==> src/rtl/assert_macros.svh <==
// ----------------------------------------------------------------------------
// Assertion macros
// Shared concurrent assertion wrappers; define ASSERT_OFF to drop them all.
// ----------------------------------------------------------------------------
`ifndef ASSERT_MACROS_SVH
`define ASSERT_MACROS_SVH

`ifndef ASSERT_OFF
// Property must hold at every clock edge outside reset.
`define ASSERT_PROP(lbl, clk, rstn, prop, msg) \
  lbl: assert property (@(posedge clk) disable iff (!rstn) prop) else $error(msg);
// Condition must never be true at a clock edge outside reset.
`define ASSERT_NEVER(lbl, clk, rstn, cond, msg) \
  lbl: assert property (@(posedge clk) disable iff (!rstn) !(cond)) else $error(msg);
`else
`define ASSERT_PROP(lbl, clk, rstn, prop, msg)
`define ASSERT_NEVER(lbl, clk, rstn, cond, msg)
`endif

`endif

==> src/rtl/tmg_pkg.sv <==
// ----------------------------------------------------------------------------
// tmg_pkg
// Types and constants of the torus mesh generator.
// ----------------------------------------------------------------------------
package tmg_pkg;

  typedef enum logic {
    OpVertex = 1'b0,
    OpCell   = 1'b1
  } opcode_e;

  typedef enum logic [3:0] {
    CfgRingRadius  = 4'd0,
    CfgTubeRadius  = 4'd1,
    CfgRingSegs    = 4'd2,
    CfgTubeSegs    = 4'd3,
    CfgTexLeft     = 4'd4,
    CfgTexTop      = 4'd5,
    CfgTexWidth    = 4'd6,
    CfgTexHeight   = 4'd7
  } cfg_reg_e;

  // Fields that ride along the pipeline next to the arithmetic.
  typedef struct packed {
    logic        is_cell;
    logic        last;
    logic [15:0] corner_a;
    logic [15:0] corner_b;
    logic [15:0] corner_c;
  } side_t;

  // pi/2 in unsigned Q2.30.
  localparam logic [63:0] HalfPiQ30 = 64'd1686629713;

  // Quotient bits of the pipelined dividers.
  localparam int unsigned QuoW = 16;

endpackage

==> src/rtl/tmg_divider.sv <==
// ----------------------------------------------------------------------------
// tmg_divider
// Pipelined restoring divider, one quotient bit per stage, with an overflow
// flag for quotients that do not fit.
// ----------------------------------------------------------------------------
module tmg_divider #(
  parameter int unsigned NumW = 20,
  parameter int unsigned DenW = 8
) (
  input  logic                       clk_i,
  input  logic [NumW-1:0]            num_i,
  input  logic [DenW-1:0]            den_i,
  output logic [tmg_pkg::QuoW-1:0]   quo_o,
  output logic                       ovf_o
);

  localparam int unsigned QW   = tmg_pkg::QuoW;
  localparam int unsigned CmpW = (NumW > DenW + QW) ? NumW : DenW + QW;

  logic [NumW-1:0] rem_q [QW+1];
  logic [DenW-1:0] den_q [QW+1];
  logic [QW-1:0]   quo_q [QW+1];
  logic            ovf_q [QW+1];

  // First stage only checks whether the quotient fits.
  always_ff @(posedge clk_i) begin
    rem_q[0] <= num_i;
    den_q[0] <= den_i;
    quo_q[0] <= '0;
    ovf_q[0] <= CmpW'(num_i) >= (CmpW'(den_i) << QW);
  end

  for (genvar s = 1; s <= QW; s++) begin : g_step
    localparam int unsigned Bit = QW - s;
    logic [CmpW-1:0] rem_ext;
    logic [CmpW-1:0] den_sh;
    logic            take;

    assign rem_ext = CmpW'(rem_q[s-1]);
    assign den_sh  = CmpW'(den_q[s-1]) << Bit;
    assign take    = rem_ext >= den_sh;

    always_ff @(posedge clk_i) begin
      rem_q[s] <= take ? NumW'(rem_ext - den_sh) : rem_q[s-1];
      den_q[s] <= den_q[s-1];
      ovf_q[s] <= ovf_q[s-1];
      quo_q[s] <= quo_q[s-1] | (QW'(take) << Bit);
    end
  end

  assign quo_o = quo_q[QW];
  assign ovf_o = ovf_q[QW];

endmodule

==> config.mk <==
export PLATFORM = sky130hd
export DESIGN_NAME = tmg_divider
export DESIGN_NICKNAME = d
export VERILOG_FILES = /design/src/rtl/assert_macros.svh /design/src/rtl/tmg_pkg.sv /design/src/rtl/tmg_divider.sv
export SDC_FILE = /design/constraint.sdc
export NUM_CORES = 1
export LEC_CHECK = 0
export ABC_CLOCK_PERIOD_IN_PS = 3400
export BUFFER_PORTS_ARGS = -buffer_cell sky130_fd_sc_hd__buf_4
export CAP_MARGIN = 10
export CORE_UTILIZATION = 40
export DETAILED_ROUTE_END_ITERATION = 8
export GPL_ROUTABILITY_DRIVEN = 0
export GPL_TIMING_DRIVEN = 0
export HOLD_SLACK_MARGIN = 0.15
export PLACE_DENSITY = 0.58
export SKIP_CTS_REPAIR_TIMING = 1
export SYNTH_ARGS = -nofsm -noshare
export SYNTH_HDL_FRONTEND = slang
export SYNTH_SLANG_ARGS = --single-unit
==> constraint.sdc <==
create_clock -name clk_i -period 3.4 [get_ports clk_i]
set_input_delay 0 -clock clk_i [delete_from_list [all_inputs] [get_ports clk_i]]
set_output_delay 0 -clock clk_i [all_outputs]
set_load 0.02 [all_outputs]
======== Word level (Yosys, flattened, before mapping) ========
Memory sizes are Yosys's and may differ from the RTL's.
Index checks and enable logic that the tools add are counted.
word-level totals
  register bits ........................... 0
  bits in writable memories ............... 765
  word-level logic and storage cells ...... 69
  memories kept ........................... 4
  input bits .............................. 29
  output and inout port bits .............. 17
memory list
  memory  depth  bits a word  read ports  clocked after Yosys merged registers in  wr ports  line               source
  rem_q   17     20           16          0                                        17        tmg_divider.sv:20  logic [NumW-1:0] rem_q [QW+1];
  quo_q   17     16           17          0                                        17        tmg_divider.sv:22  logic [QW-1:0] quo_q [QW+1];
  den_q   17     8            16          0                                        17        tmg_divider.sv:21  logic [DenW-1:0] den_q [QW+1];
  ovf_q   17     1            17          0                                        17        tmg_divider.sv:23  logic ovf_q [QW+1];
cells by class
  bitwise logic cells ..................... 16
  add/subtract/negate cells ............... 16
  multiplexer cells ....................... 16
  order comparisons ....................... 17
operator list
  cell              number
  $mux W20          16
  $sub A20 B20 Y20  4
  $ge A20 B24 Y1    1
  $ge A20 B23 Y1    1
  $ge A20 B22 Y1    1
  $ge A20 B21 Y1    1
  $ge A20 B10 Y1    1
  $ge A20 B11 Y1    1
  $ge A20 B12 Y1    1
  $ge A20 B13 Y1    1
  $ge A20 B14 Y1    1
  $ge A20 B15 Y1    1
  $ge A20 B16 Y1    1
  $ge A20 B17 Y1    1
  $ge A20 B18 Y1    1
  $ge A20 B19 Y1    1
  $ge A20 B20 Y1    1
  $ge A20 B8 Y1     1
  $ge A20 B9 Y1     1
  $sub A20 B10 Y20  1
  $sub A20 B11 Y20  1
  $sub A20 B12 Y20  1
  $sub A20 B13 Y20  1
  $sub A20 B14 Y20  1
  23 further kinds  23

======== Depth between registers and ports, before layout ========
An unclocked memory read counts as a cell.
  depth after elaboration ................. 3
  mapped depth ............................ 12
  gate-level depth less buffers ........... 10

======== Least setup slack after synthesis ========
OpenSTA, ideal clock, no wires.
  path kind ............................... register -> register
  start point ............................. mem rem_q[1][14], in the netlist rem_q[0][34]
  end point ............................... mem rem_q[2][16], in the netlist rem_q[0][56]
  setup time .............................. 0.121 ns
  data arrival time ....................... 2.384 ns
  setup slack ............................. 0.896 ns
  required time ........................... 3.279 ns
  buffers on the path ..................... 0
  clock period less this slack ............ 2.504 ns
  cell stages (with the launch flop) ...... 9
  cells stage by stage .................... dfxtp_1 -> inv_1 -> ha_1 -> fa_1 -> nand2b_1 -> a21oi_1 -> o21ai_0 -> a311oi_1 -> mux2_2
RTL lines
  element      line
  from (decl)  tmg_divider.sv:20

==> flow_metrics.env <==
export IMPL_dp_cells=2580
export IMPL_diodes=0
export IMPL_track_usage_pct=15.11
export IMPL_finClkSkew_ns=0.02341
export IMPL_required_ns=3.86
export IMPL_drc=0
export IMPL_r2r_start="rem_q[0][110]"
export IMPL_status="completed"
export IMPL_setup_viol=0
export IMPL_power_density_nw_per_um2=910.9
export IMPL_cts_buffer_depth=3
export IMPL_synth_area_per_cell_um2=11.07
export IMPL_fin_crit_sh_pct=92.22
export IMPL_period_needed_ns=3.136
export IMPL_ys_types=64
export IMPL_floorplan_initialDensity_pct=40.84
export IMPL_grt_pass1_vias=13090
export IMPL_chipHeight_um=229.0
export IMPL_synth_area_leaders="dfxtp_1 (58%), ha_1 (7.6%), inv_1 (3.1%)"
export IMPL_r2r_slack_ns=0.26
export IMPL_hpwlAfterDp_um=29480
export IMPL_synthesis_area_um2=20620
export IMPL_cts_root_buf="clkbuf_16"
export IMPL_cts_buffers_inserted=59
export IMPL_worstMarginPinSlew_ns=1.012
export IMPL_core_area_um2=50480
export IMPL_max_slew_margin_pct=32.53
export IMPL_cts_sinks=601
export IMPL_antenna_found_initial=2
export IMPL_grt_pass1_wl_um=64620
export IMPL_area_growth_pct=18.54
export IMPL_ios=46
export IMPL_arrival_ns=3.59
export IMPL_r2r_end="rem_q[0][135]"
export IMPL_grt_max_degree=17
export IMPL_fin_setup_tns_ns=0
export IMPL_yosysTopAreaCell="dfxtp_1"
export IMPL_antenna_left=0
export IMPL_max_freq_mhz=318.9
export IMPL_endpoint_kind="register"
export IMPL_dieArea_um2=52450
export IMPL_core_rowCount=82
export IMPL_wl_met1_um=19460
export IMPL_wl_per_cell_um=14.39
export IMPL_yosysSeqAreaShare_pct=58.36
export IMPL_synthArstFlopShare_pct=0
export IMPL_cts_htree_levels=2
export IMPL_maxCapViolations=0
export IMPL_worstRegToRegCells=10
export IMPL_synth_seq_cells=601
export IMPL_cp_max_fo=10
export IMPL_drv_slew=0
export IMPL_drt_first_pass_iters=6
export IMPL_cts_tree="done"
export IMPL_final_nets=2196
export IMPL_synth_edf_count=0
export IMPL_grt_overflow_total=0
export IMPL_vias_per_cell=4.794
export IMPL_min_path_cells=5
export IMPL_min_to="ovf_q[0]"
export IMPL_synth_cells=1863
export IMPL_syn_nets=2033
export IMPL_dr_total_vias=13170
export IMPL_clkTransAtPathRegs_ns=0.06
export IMPL_maxUsedRoutingLayer="met4"
export IMPL_drt_wl_total_um=39530
export IMPL_met3RoutedLength_um=1734
export IMPL_leakage_nw=10.49
export IMPL_clk_latency_ns=0.62
export IMPL_path_class="reg2reg"
export IMPL_cp_start_kind="register"
export IMPL_synth_warnings=0
export IMPL_yosysTopAreaCellShare_pct=58.36
export IMPL_route_met2_wl_um=17300
export IMPL_layout_drive_gt1_share_pct=9.928
export IMPL_stdcell_count=2747
export IMPL_yosysMostFrequentCell="dfxtp_1"
export IMPL_dieWidth_um=229.0
export IMPL_drtIter0Drc=668
export IMPL_ys_top_cells_by_count="dfxtp_1 (601), inv_1 (172), ha_1 (126)"
export IMPL_peakVddDrop_mv=0.4637
export IMPL_port_buffers=45
export IMPL_worstHoldStart="den_i[7]"
export IMPL_rsz0062_at_grt="false"
export IMPL_ys_flop_type="dfxtp_1"
export IMPL_hp_class="in2reg"
export IMPL_hold_viol=0
-- final cells by class --
| class | count | area [um^2] |
|---|---|---|
| Multi-Input combinational cell | 1072 | 7871 |
| Inverter | 172 | 645.6 |
| Fill cell | 4515 | 26040 |
| Clock inverter | 35 | 431.7 |
| Sequential cell | 601 | 12030 |
| Clock buffer | 75 | 1637 |
| Timing Repair Buffer | 102 | 903.4 |
| Buffer | 18 | 78.83 |
| Tap cell | 672 | 840.8 |
-- critical path: stages (launching register included) --
cell and delay [ns]:
dfxtp_1 0.38, inv_1 0.06, ha_1 0.22, fa_1 0.42, nor2b_1 0.16, o31ai_1 0.11, o2bb2ai_1 0.20, a21oi_2 0.42
clkbuf_1 0.43, nor2_1 0.11, a21oi_1 0.46
-- sequential cells by signal, summed over array words and instances, names as in the netlist --
name / count
ovf_q: 17
den_q: 128
rem_q: 320
quo_q: 136
-- worst max-delay path by stage --
| stage | from | end | slack [ns] | depth (start not counted) |
|---|---|---|---|---|
| global placement | rem_q[0][110] | rem_q[0][135] | 0.22 | 10 |
| finish | rem_q[0][110] | rem_q[0][135] | 0.26 | 10 |
| CTS | rem_q[0][110] | rem_q[0][135] | 0.16 | 10 |
| floorplan | rem_q[0][34] | rem_q[0][56] | 0.90 | 8 |
| detailed placement | rem_q[0][110] | rem_q[0][135] | 0.18 | 10 |
| global route | rem_q[0][110] | rem_q[0][135] | 0.04 | 10 |
-- per-layer routing --
layer | vias up | track usage (%)
li1 | 6774 | -
met1 | 6087 | 20.36
met2 | 229 | 23.88
met3 | 80 | 2.988
met4 | 0 | 5.708
met5 | - | 0
-- through the flow --
stage                     total power, mW  utilization (%)  area, um^2  setup WS [ns]  hold slack, ns
after floorplan                     13.95                -       20620         0.8956         0.02772
after global placement              15.40            43.18       21800         0.2170          0.1131
after detailed placement            15.55            43.18       21800         0.1788          0.1148
after CTS                           22.37            47.28       23860         0.1570         -0.5532
after global routing                23.66            48.42       24440        0.04012          0.2738
final                               22.26            48.42       24440         0.2644          0.2690
-- cell usage in the layout, fill, tap and decap left out, types with 46 or more instances in the layout --
cell type	count
dfxtp_1	601
ha_1	126
nor3_1	46
nor2_1	93
dlygate4sd3_1	56
clkbuf_16	59
a21oi_1	50
o21ai_0	108
xor2_1	60
xnor2_1	49
inv_1	172
nand2_1	96
-- cells by family (layout without fill, tap and decap cells) --
| kind of cell | after synthesis | count (layout) | synth area share, % |
|---|---|---|---|
| buffers and inverters | 190 | 402 | 3.514 |
| DFF | 601 | 601 | 58.36 |
| and+or+nand+nor | 443 | 443 | 11.37 |
| muxes | 47 | 47 | 2.512 |
| AOI/OAI and AO/OA | 332 | 332 | 10.51 |
| xor gates and xnor gates | 109 | 109 | 4.630 |
| adders and majority gates | 141 | 141 | 9.103 |
-- where the power goes --
group	total (mW)	leakage, nW	switching, mW	internal (mW)
clock network	6.73	1.03	2.69	4.03
logic	5.99	4.42	3.27	2.73
registers	9.54	5.04	0.941	8.60
Note: power is estimated with default switching activity, not from simulation.
